[config.mk]
export PLATFORM = sky130hd
export DESIGN_NAME = mml_note_length_parser_top
export DESIGN_NICKNAME = d
export VERILOG_FILES = /design/src/hdl/mnlp_pkg.sv /design/src/hdl/mml_note_length_parser_top.sv /design/src/hdl/mnlp_div.sv /design/src/hdl/mnlp_dp.sv /design/src/hdl/mnlp_ctrl.sv
export VERILOG_INCLUDE_DIRS = /design/src /design/src/hdl
export SDC_FILE = /design/constraint.sdc
export NUM_CORES = 1
export LEC_CHECK = 0
export ABC_AREA = 1
export BUFFER_PORTS_ARGS = -buffer_cell sky130_fd_sc_hd__buf_2
export CAP_MARGIN = 20
export CORE_MARGIN = 2
export CORE_UTILIZATION = 30
export CTS_CLUSTER_SIZE = 16
export DETAILED_ROUTE_END_ITERATION = 7
export SLEW_MARGIN = 5
export SYNTH_ARGS = -nofsm -noshare
export SYNTH_HDL_FRONTEND = slang
export SYNTH_HIERARCHICAL = 1
export SYNTH_SLANG_ARGS = --single-unit
[constraint.sdc]
create_clock -name clock -period 13.2 [get_ports clock]
set_clock_uncertainty 0.15 [all_clocks]
set_input_delay 1.98 -clock clock [delete_from_list [all_inputs] [get_ports clock]]
set_output_delay 1.98 -clock clock [all_outputs]
set_load 0.01 [all_outputs]
[src/hdl/assert_macros.svh]
// Shared assertion macros for the note-length parser RTL.
`ifndef ASSERT_MACROS_SVH
`define ASSERT_MACROS_SVH

// Same-cycle implication, disabled during reset.
`define CHK_IMPL(lbl, clk, rst, ante, cons, msg) \
   lbl: assert property (@(posedge clk) disable iff (rst) (ante) |-> (cons)) \
      else $error(msg);

// Next-cycle implication, disabled during reset.
`define CHK_NEXT(lbl, clk, rst, ante, cons, msg) \
   lbl: assert property (@(posedge clk) disable iff (rst) (ante) |=> (cons)) \
      else $error(msg);

`endif

[src/hdl/mnlp_pkg.sv]
`timescale 1ns / 1ps
`default_nettype none

package mnlp_pkg;

   // Divider operand width (whole-note tick count and divisor both fit a byte)
   localparam int DIV_W = 8;

   // Character codes
   localparam logic [7:0] CHAR_ZERO   = 8'h30;
   localparam logic [7:0] CHAR_NINE   = 8'h39;
   localparam logic [7:0] CHAR_DOT    = 8'h2E;
   localparam logic [7:0] CHAR_EQUALS = 8'h3D;

   // Request action codes
   localparam logic ACT_START = 1'b0;
   localparam logic ACT_CHAR  = 1'b1;

   // Triplet rounding: floor(x / 6) = (x * TRIP_RECIP) >> TRIP_SHIFT for x < 2048
   localparam logic [15:0] TRIP_RECIP = 16'd43691;
   localparam int          TRIP_SHIFT = 18;

   localparam logic [15:0] ACC_MAX = 16'hFFFF;

   typedef struct packed {
      logic       action;
      logic [7:0] ch;
      logic [7:0] default_length;
      logic       triplet_mode;
   } req_type;

   typedef struct packed {
      logic [15:0] ticks;
      logic        length_error;
      logic [7:0]  terminator;
   } rsp_type;

   // Token parse phase
   typedef enum logic [1:0] {
      PH_IDLE   = 2'd0,
      PH_DIGITS = 2'd1,
      PH_EQUALS = 2'd2,
      PH_DOTS   = 2'd3
   } phase_type;

   // Controller states
   typedef enum logic [1:0] {
      ST_ACCEPT = 2'd0,
      ST_DIVIDE = 2'd1,
      ST_LOAD   = 2'd2,
      ST_FINISH = 2'd3
   } ctl_state_type;

   // Controller -> datapath commands
   typedef struct packed {
      logic accept;
      logic div_start;
      logic load_base;
      logic finish;
   } cmd_type;

   // Datapath -> controller status
   typedef struct packed {
      logic needs_div;
      logic div_done;
      logic out_blocked;
   } sts_type;

endpackage

`default_nettype wire

[src/hdl/mml_note_length_parser_top.sv]
// Note-length token parser for music macro text.
// Request channel (req_valid / req_stall / req_data): action 0 opens a token and
// latches default_length and triplet_mode; action 1 delivers one character.
// Response channel (rsp_valid / rsp_stall / rsp_data): one result per finished
// token with ticks, length_error and the terminating character (not consumed).
// Start requests, digits, '=' and later dots update the token state directly. The
// first non-digit after the digits of a plain-form token starts a bit-serial
// divide of the whole-note tick count; a load step then sets the base length
// and a finish step applies that character.
// A result appears in the output register the cycle after the request that
// ends the token, or after a finish step that applies the terminator.
// Synchronous active-high reset empties the output register and leaves the
// parser idle; characters arriving while idle are dropped.
// While a result waits under rsp_stall, req_stall is high and no request is
// taken. req_stall also stays high from the cycle after a divide starts until
// the finish step has applied the pending character.
`timescale 1ns / 1ps
`default_nettype none

module mml_note_length_parser_top #(
   parameter int WHOLE_NOTE_TICKS = 192
) (
   input  wire logic              clock,
   input  wire logic              reset,
   input  wire logic              req_valid,
   output logic                   req_stall,
   input  wire mnlp_pkg::req_type req_data,
   output logic                   rsp_valid,
   input  wire logic              rsp_stall,
   output mnlp_pkg::rsp_type      rsp_data
);
   import mnlp_pkg::*;

   cmd_type cmd;
   sts_type sts;

   mnlp_ctrl u_ctrl (
      .clock     (clock),
      .reset     (reset),
      .req_valid (req_valid),
      .req_stall (req_stall),
      .sts       (sts),
      .cmd       (cmd)
   );

   mnlp_dp #(
      .WHOLE_NOTE_TICKS (WHOLE_NOTE_TICKS)
   ) u_dp (
      .clock     (clock),
      .reset     (reset),
      .req_data  (req_data),
      .rsp_stall (rsp_stall),
      .cmd       (cmd),
      .sts       (sts),
      .rsp_valid (rsp_valid),
      .rsp_data  (rsp_data)
   );

endmodule

`default_nettype wire

[src/hdl/mnlp_div.sv]
`timescale 1ns / 1ps
`default_nettype none
`include "assert_macros.svh"

module mnlp_div (
   input  wire logic                      clock,
   input  wire logic                      reset,
   input  wire logic                      start,
   input  wire logic [mnlp_pkg::DIV_W-1:0] dividend,
   input  wire logic [mnlp_pkg::DIV_W-1:0] divisor,
   output logic                           done,
   output logic      [mnlp_pkg::DIV_W-1:0] quotient
);
   import mnlp_pkg::*;

   localparam int CNT_W = $clog2(DIV_W);

   logic               busy_ff, busy_in;
   logic [CNT_W-1:0]   cnt_ff, cnt_in;
   logic [DIV_W-1:0]   rem_ff, rem_in;
   logic [DIV_W-1:0]   quo_ff, quo_in;
   logic [DIV_W-1:0]   div_ff, div_in;
   logic [DIV_W:0]     trial;
   logic [DIV_W:0]     trial_diff;
   logic               trial_ge;

   // One restoring step per cycle, quotient bits shift in from the right
   always_comb begin
      trial      = {rem_ff, quo_ff[DIV_W-1]};
      trial_diff = trial - {1'b0, div_ff};
      trial_ge   = (trial >= {1'b0, div_ff});
   end

   assign done     = busy_ff && (cnt_ff == CNT_W'(DIV_W - 1));
   assign quotient = quo_ff;

   always_comb begin
      busy_in = busy_ff;
      cnt_in  = cnt_ff;
      rem_in  = rem_ff;
      quo_in  = quo_ff;
      div_in  = div_ff;
      if (start) begin
         busy_in = 1'b1;
         cnt_in  = '0;
         rem_in  = '0;
         quo_in  = dividend;
         div_in  = divisor;
      end else if (busy_ff) begin
         cnt_in = cnt_ff + CNT_W'(1);
         rem_in = trial_ge ? trial_diff[DIV_W-1:0] : trial[DIV_W-1:0];
         quo_in = {quo_ff[DIV_W-2:0], trial_ge};
         if (done) begin
            busy_in = 1'b0;
         end
      end
   end

   always_ff @(posedge clock) begin
      if (reset) begin
         busy_ff <= 1'b0;
         cnt_ff  <= '0;
      end else begin
         busy_ff <= busy_in;
         cnt_ff  <= cnt_in;
      end
      rem_ff <= rem_in;
      quo_ff <= quo_in;
      div_ff <= div_in;
   end

   `CHK_NEXT(a_div_rem_lt, clock, reset, done, rem_ff < div_ff, "divider remainder not below divisor")
   `CHK_NEXT(a_div_idle, clock, reset, done && !start, !busy_ff, "divider still busy after last step")

endmodule

`default_nettype wire

[src/hdl/mnlp_dp.sv]
`timescale 1ns / 1ps
`default_nettype none
`include "assert_macros.svh"

module mnlp_dp #(
   parameter int WHOLE_NOTE_TICKS = 192
) (
   input  wire logic              clock,
   input  wire logic              reset,
   input  wire mnlp_pkg::req_type req_data,
   input  wire logic              rsp_stall,
   input  wire mnlp_pkg::cmd_type cmd,
   output mnlp_pkg::sts_type      sts,
   output logic                   rsp_valid,
   output mnlp_pkg::rsp_type      rsp_data
);
   import mnlp_pkg::*;

   // Token state
   phase_type          phase_ff, phase_in;
   logic [15:0]        acc_ff, acc_in;
   logic               seen_ff, seen_in;
   logic [8:0]         tick_sum_ff, tick_sum_in;
   logic [7:0]         dot_inc_ff, dot_inc_in;
   logic               trip_ff, trip_in;
   logic [7:0]         default_ff, default_in;
   logic [7:0]         pend_ch_ff, pend_ch_in;

   // Output register
   logic               rsp_valid_ff, rsp_valid_in;
   rsp_type            rsp_data_ff, rsp_data_in;

   logic [7:0]         cur_ch;
   logic               cur_digit;
   logic               req_digit;
   logic [3:0]         digit_val;
   logic [19:0]        acc_x10;
   logic [19:0]        acc_sum;
   logic [15:0]        acc_sat;
   logic [10:0]        trip_x;
   logic [26:0]        trip_prod;
   logic [8:0]         trip_q;
   logic [7:0]         half_inc;
   logic [8:0]         dot_sum;
   logic               acc_ok;
   logic [7:0]         div_sel;
   logic [7:0]         div_sel_nz;
   logic               div_done;
   logic [7:0]         quotient;

   // Character under work: the pending character in the finish step
   always_comb begin
      cur_ch    = cmd.finish ? pend_ch_ff : req_data.ch;
      cur_digit = (cur_ch >= CHAR_ZERO) && (cur_ch <= CHAR_NINE);
      req_digit = (req_data.ch >= CHAR_ZERO) && (req_data.ch <= CHAR_NINE);
      digit_val = cur_ch[3:0];
   end

   // Decimal accumulate, saturating at 16 bits
   always_comb begin
      acc_x10 = ({4'b0, acc_ff} << 3) + ({4'b0, acc_ff} << 1);
      acc_sum = acc_x10 + {16'b0, digit_val};
      acc_sat = (acc_sum > {4'b0, ACC_MAX}) ? ACC_MAX : acc_sum[15:0];
   end

   // Triplet rounding (4t+3)/6 by reciprocal multiply
   always_comb begin
      trip_x    = {tick_sum_ff, 2'b00} + 11'd3;
      trip_prod = 27'(trip_x) * 27'(TRIP_RECIP);
      trip_q    = trip_prod[TRIP_SHIFT +: 9];
   end

   // Dot extension
   always_comb begin
      half_inc = dot_inc_ff >> 1;
      dot_sum  = tick_sum_ff + {1'b0, half_inc};
   end

   // Divisor choice: collected value if in range, else the default; never zero
   always_comb begin
      acc_ok     = seen_ff && (acc_ff != 16'd0) && (acc_ff <= 16'(WHOLE_NOTE_TICKS));
      div_sel    = acc_ok ? acc_ff[7:0] : default_ff;
      div_sel_nz = (div_sel == 8'd0) ? 8'd1 : div_sel;
   end

   mnlp_div u_div (
      .clock    (clock),
      .reset    (reset),
      .start    (cmd.div_start),
      .dividend (DIV_W'(WHOLE_NOTE_TICKS)),
      .divisor  (div_sel_nz),
      .done     (div_done),
      .quotient (quotient)
   );

   // Status to the controller
   always_comb begin
      sts.needs_div   = (req_data.action == ACT_CHAR) && (phase_ff == PH_DIGITS) &&
                        !req_digit && !((req_data.ch == CHAR_EQUALS) && !seen_ff);
      sts.div_done    = div_done;
      sts.out_blocked = rsp_valid_ff && rsp_stall;
   end

   // Token state update and result formation
   always_comb begin
      logic    emit;
      rsp_type res;
      emit        = 1'b0;
      res         = rsp_data_ff;
      phase_in    = phase_ff;
      acc_in      = acc_ff;
      seen_in     = seen_ff;
      tick_sum_in = tick_sum_ff;
      dot_inc_in  = dot_inc_ff;
      trip_in     = trip_ff;
      default_in  = default_ff;
      pend_ch_in  = pend_ch_ff;

      if (cmd.accept && (req_data.action == ACT_START)) begin
         phase_in    = PH_DIGITS;
         acc_in      = '0;
         seen_in     = 1'b0;
         tick_sum_in = '0;
         dot_inc_in  = '0;
         default_in  = req_data.default_length;
         trip_in     = req_data.triplet_mode;
      end else if (cmd.accept || cmd.finish) begin
         case (cmd.finish ? PH_DOTS : phase_ff)
            PH_DIGITS: begin
               if (cur_digit) begin
                  acc_in  = acc_sat;
                  seen_in = 1'b1;
               end else if ((cur_ch == CHAR_EQUALS) && !seen_ff) begin
                  phase_in = PH_EQUALS;
                  acc_in   = '0;
                  seen_in  = 1'b0;
               end else begin
                  // divider runs; this char is replayed in the finish step
                  pend_ch_in = cur_ch;
               end
            end
            PH_EQUALS: begin
               if (cur_digit) begin
                  acc_in  = acc_sat;
                  seen_in = 1'b1;
               end else begin
                  emit             = 1'b1;
                  res.ticks        = seen_ff ? acc_ff : 16'd0;
                  res.length_error = !seen_ff;
                  res.terminator   = cur_ch;
                  phase_in         = PH_IDLE;
               end
            end
            PH_DOTS: begin
               if (cur_ch == CHAR_DOT) begin
                  dot_inc_in  = half_inc;
                  tick_sum_in = dot_sum;
               end else begin
                  emit             = 1'b1;
                  res.ticks        = trip_ff ? 16'(trip_q) : 16'(tick_sum_ff);
                  res.length_error = 1'b0;
                  res.terminator   = cur_ch;
                  phase_in         = PH_IDLE;
               end
            end
            default: begin
               // character while idle is dropped
            end
         endcase
      end

      // Quotient becomes the base length and first increment
      if (cmd.load_base) begin
         tick_sum_in = {1'b0, quotient};
         dot_inc_in  = quotient;
         phase_in    = PH_DOTS;
      end

      rsp_valid_in = emit || (rsp_valid_ff && rsp_stall);
      rsp_data_in  = emit ? res : rsp_data_ff;
   end

   always_ff @(posedge clock) begin
      if (reset) begin
         phase_ff     <= PH_IDLE;
         acc_ff       <= '0;
         seen_ff      <= 1'b0;
         tick_sum_ff  <= '0;
         dot_inc_ff   <= '0;
         trip_ff      <= 1'b0;
         default_ff   <= 8'd1;
         rsp_valid_ff <= 1'b0;
      end else begin
         phase_ff     <= phase_in;
         acc_ff       <= acc_in;
         seen_ff      <= seen_in;
         tick_sum_ff  <= tick_sum_in;
         dot_inc_ff   <= dot_inc_in;
         trip_ff      <= trip_in;
         default_ff   <= default_in;
         rsp_valid_ff <= rsp_valid_in;
      end
      pend_ch_ff  <= pend_ch_in;
      rsp_data_ff <= rsp_data_in;
   end

   assign rsp_valid = rsp_valid_ff;
   assign rsp_data  = rsp_data_ff;

   `CHK_IMPL(a_dp_err_zero, clock, reset, rsp_valid_ff && rsp_data_ff.length_error, rsp_data_ff.ticks == 16'd0, "error result with nonzero ticks")
   `CHK_NEXT(a_dp_load_dots, clock, reset, cmd.load_base, phase_ff == PH_DOTS, "base load did not enter dots phase")

endmodule

`default_nettype wire

[src/hdl/mnlp_ctrl.sv]
`timescale 1ns / 1ps
`default_nettype none
`include "assert_macros.svh"

module mnlp_ctrl (
   input  wire logic              clock,
   input  wire logic              reset,
   input  wire logic              req_valid,
   output logic                   req_stall,
   input  wire mnlp_pkg::sts_type sts,
   output mnlp_pkg::cmd_type      cmd
);
   import mnlp_pkg::*;

   ctl_state_type state_ff, state_in;

   // Next state
   always_comb begin
      state_in = state_ff;
      case (state_ff)
         ST_ACCEPT: begin
            if (req_valid && !sts.out_blocked && sts.needs_div) begin
               state_in = ST_DIVIDE;
            end
         end
         ST_DIVIDE: begin
            if (sts.div_done) begin
               state_in = ST_LOAD;
            end
         end
         ST_LOAD: begin
            state_in = ST_FINISH;
         end
         ST_FINISH: begin
            if (!sts.out_blocked) begin
               state_in = ST_ACCEPT;
            end
         end
         default: begin
            state_in = ST_ACCEPT;
         end
      endcase
   end

   // Outputs
   always_comb begin
      cmd       = '0;
      req_stall = 1'b1;
      case (state_ff)
         ST_ACCEPT: begin
            req_stall     = sts.out_blocked;
            cmd.accept    = req_valid && !sts.out_blocked;
            cmd.div_start = req_valid && !sts.out_blocked && sts.needs_div;
         end
         ST_DIVIDE: begin
         end
         ST_LOAD: begin
            cmd.load_base = 1'b1;
         end
         ST_FINISH: begin
            cmd.finish = !sts.out_blocked;
         end
         default: begin
         end
      endcase
   end

   always_ff @(posedge clock) begin
      if (reset) begin
         state_ff <= ST_ACCEPT;
      end else begin
         state_ff <= state_in;
      end
   end

   `CHK_IMPL(a_ctl_done_in_div, clock, reset, sts.div_done, state_ff == ST_DIVIDE, "divider done outside divide state")
   `CHK_NEXT(a_ctl_start_div, clock, reset, cmd.div_start, state_ff == ST_DIVIDE, "divide start did not enter divide state")

endmodule

`default_nettype wire
==> impl_metrics.env <==
export IMPL_outcome="finished, final reports clean"
export IMPL_wirelength_um=24830
export IMPL_r2r_setup_slack_ns=7.90
export IMPL_die_w_um=184.3
export IMPL_globalplace_congestion=0.8793
export IMPL_antenna_found_initial=1
export IMPL_stdcell_count=1838
export IMPL_power_leakage_uw=0.005504
export IMPL_critPathMaxFanout=16
export IMPL_crit_path_cell_trace="buf_2 > nand2_1 > inv_1 > nor2_1 > buf_4 > inv_1 > nand2_1 > nand2_1 > fa_1 > inv_1 > fa_1 > inv_1 > nand2_1 > nand2_1 > nand3_1 > nand2_1 > nand2_1 > nand3_1 > nand2_1 > nor2_1 > nand3_1 > nand2_1 > a21oi_1"
export IMPL_synth_avg_cell_area_sq_um=7.292
export IMPL_grt_max_degree=24
export IMPL_timing_rr_end="u_dp/rsp_data[14]"
export IMPL_routed_via_density=4.608
export IMPL_dp_cells=1822
export IMPL_yosys_top_cells_area="ha_1 (16%), edfxtp_1 (15%), nand2_1 (14%)"
export IMPL_io_buffers=48
export IMPL_synth_enable_flop_cells=49
export IMPL_final_net_count=1575
export IMPL_path_clk_slew_ns=0.07
export IMPL_drive_gt1_share_pct=7.521
export IMPL_p_switching_uw=1334
export IMPL_vias=8470
export IMPL_crit_path_max_incr_delay_ns=0.74
export IMPL_syn_to_final_growth_pct=10.76
export IMPL_synth_most_common_cell="nand2_1"
export IMPL_finalWorstSetupSlack_ns=7.627
export IMPL_grt_total_usage_pct=14.86
export IMPL_dieArea_sq_um=33960
export IMPL_critPathKind="primary input to flip-flop"
export IMPL_ys_types=51
export IMPL_timing_rr_start="u_dp/tick_sum_ff[6]"
export IMPL_cts_buffers=9
export IMPL_syn_area_sq_um=9749
export IMPL_synthFlopType="dfxtp_1"
export IMPL_cts_resized=0
export IMPL_hp_class="flip-flop to flip-flop"
export IMPL_setup_tns_ns=0
export IMPL_grt_overflow=0
export IMPL_drv_cap=0
export IMPL_rsz0062_at_grt="false"
export IMPL_crit_path_frequent_cell="nand2_1"
export IMPL_synth_top_area_cell="ha_1"
export IMPL_hold_start="u_dp/u_div/cnt_ff[1]"
export IMPL_clk_path_buf_depth=2
export IMPL_critPathRequiredTime_ns=13.26
export IMPL_fillers=3468
export IMPL_h_tree_depth=3
export IMPL_intPower_uw=1173
export IMPL_max_freq_mhz=179.4
export IMPL_hold_viol_final=0
export IMPL_clockPowerShare_pct=10.4
export IMPL_ys_ff_latch=108
export IMPL_relSlewSlack_pct=35.23
export IMPL_slew_viol_final=0
export IMPL_insertedDiodeCount=0
export IMPL_grt_pass1_wl_um=40330
export IMPL_rows=66
export IMPL_end_kind="flip-flop"
export IMPL_dp_hpwl_um=20070
export IMPL_cts_tree="yes"
export IMPL_setup_viol=0
export IMPL_p_sw_share_pct=53.20
export IMPL_ir_worst_vdd_mv=0.1893
export IMPL_drtAntennaViolNets=0
export IMPL_postCtsSetupBuffers=0
export IMPL_p_comb_share_pct=71.3
export IMPL_fin_crit_ns=5.573
export IMPL_synthCells=1337
export IMPL_core_area_sq_um=32290
export IMPL_ctsHoldBuffers=0
export IMPL_startpoint_type="primary input"
export IMPL_synth_top_area_share_pct=15.53
export IMPL_ys_warn_count=6
export IMPL_wire_per_inst_um=13.51
export IMPL_dpl_worst_slack_ns=7.304
export IMPL_pwr_share_seq_pct=18.3
export IMPL_grt_pass1_vias=8075
export IMPL_hold_slack_ns=0.3198
export IMPL_min_path_cells=2
export IMPL_synthArstFlopShare_pct=0
export IMPL_drt_pass1_iterations=5
export IMPL_ys_seq_area_share_pct=27.21
export IMPL_tightest_slew_ns=0.9680
export IMPL_synthTopCellsByCount="nand2_1 (369), inv_1 (232), ha_1 (121), nor2_1 (109), a21oi_1 (89)"
export IMPL_min_to="u_dp/u_div/cnt_ff[1]"
export IMPL_drcViolationCount=0
export IMPL_die_h_um=184.3
export IMPL_fin_crit_sh_pct=42.22
export IMPL_power_density_nw_per_um2=232.2
export IMPL_critPathSlowestCell="nor2_1"
export IMPL_drt_iter0_markers=486
export IMPL_pin_count=49
export IMPL_clock_latency_ns=0.36
export IMPL_clockRootBuffer="clkbuf_16"
export IMPL_arrival_ns=5.64
export IMPL_start_util_pct=30.19
export IMPL_ff2ff_path_depth=20
export IMPL_clock_sinks=108
==> flip-flops by register name, indices dropped and copies added, names as in the netlist, 2 cells and up <==
signal and count:
u_dp/default_ff 8, u_dp/acc_ff 16, u_dp/dot_inc_ff 7, u_dp/phase_ff 2, u_dp/tick_sum_ff 9, u_ctrl/state_ff 2, u_dp/u_div/rem_ff 8, u_dp/pend_ch_ff 8
u_dp/u_div/div_ff 8, u_dp/u_div/cnt_ff 3, u_dp/rsp_data 25, u_dp/u_div/quotient 8
==> worst max-delay path by stage <==
stage                   start               to  slack (ns)  depth (start not counted)
floorplan           rsp_stall   u_dp/acc_ff[0]        8.04                         22
global placement    rsp_stall  u_dp/acc_ff[12]        7.36                         23
detailed placement  rsp_stall   u_dp/acc_ff[9]        7.30                         23
CTS                 rsp_stall   u_dp/acc_ff[2]        7.68                         23
global route        rsp_stall   u_dp/acc_ff[2]        7.24                         23
finish              rsp_stall   u_dp/acc_ff[2]        7.63                         23
==> power groups by stage <==
stage          Combinational [uW]  Sequential [uW]  Clock [uW]
2_1_floorplan                1350              453           0
3_3_place_gp                 1740              466           0
3_5_place_dp                 1780              466           0
4_1_cts                      1790              460         265
5_1_grt                      2070              467         278
6_report                     1790              460         260
==> worst max-delay path, delay by kind of cell <==
kind	cells	cell delay [ns]
simple gates	14	1.97
fa+ha+maj	2	1.00
buf+inv	6	0.61
compound gates	1	0.06
==> through the flow <==
stage | total power (uW) | utilization [%] | cell area (sq um)
5_1_grt | 2810 | 33.44 | 10800
2_1_floorplan | 1808 | - | 9772
4_1_cts | 2516 | 33.44 | 10800
3_5_place_dp | 2245 | 32.59 | 10520
6_report | 2507 | 33.44 | 10800
3_3_place_gp | 2207 | 32.48 | 10490
==> cells in the final DEF (no fill, tap or decap), types with 3 or more instances in the layout <==
cell type	count
xor2_1	9
clkbuf_16	9
nand2_4	4
o22ai_1	4
dfxtp_1	59
nand2_1	369
clkinv_2	3
nand3_2	4
a21o_1	3
nor2_2	4
inv_1	232
fa_1	41
xnor2_1	7
inv_2	3
nor3_1	13
a21oi_1	89
edfxtp_1	49
o21bai_1	11
buf_4	4
nand4_1	13
or2_2	4
ha_1	121
buf_2	49
nand3b_1	9
nor2_1	109
o21ai_0	48
conb_1	8
nand3_1	78
nand2_2	7
==> layer usage <==
layer,part of all wire [%],vias to the layer above,global-route usage (%)
li1,-,4371,-
met1,49,3925,20.12
met2,45,135,24.14
met3,2.8,37,1.640
met4,3.2,2,6.080
met5,0.052,-,0
==> cell type report <==
| type | instances | area, sq um | share of cell area, % |
|---|---|---|---|
| sequential | 108 | 2653 | 24.57 |
| clock inverter | 7 | 51.30 | 0.4751 |
| timing repair buffer | 54 | 302.8 | 2.804 |
| clock buffer | 9 | 225.2 | 2.086 |
| tap | 442 | 553.0 | 5.122 |
| multi-input combinational | 980 | 6118 | 56.66 |
| inverter | 238 | 894.6 | 8.285 |
==> logic make-up after synthesis <==
family                     after synthesis  synth area share (%)
and+or+nand+nor                        625                 27.50
buffers and inverters                  255                 10.27
AOI/OAI and AO/OA                      169                 9.561
adders and majority gates              162                 23.95
DFF                                    108                 27.21
xor gates and xnor gates                16                 1.437
other                                    2               0.07703
No activity file was read; power rests on OpenSTA's default activity.
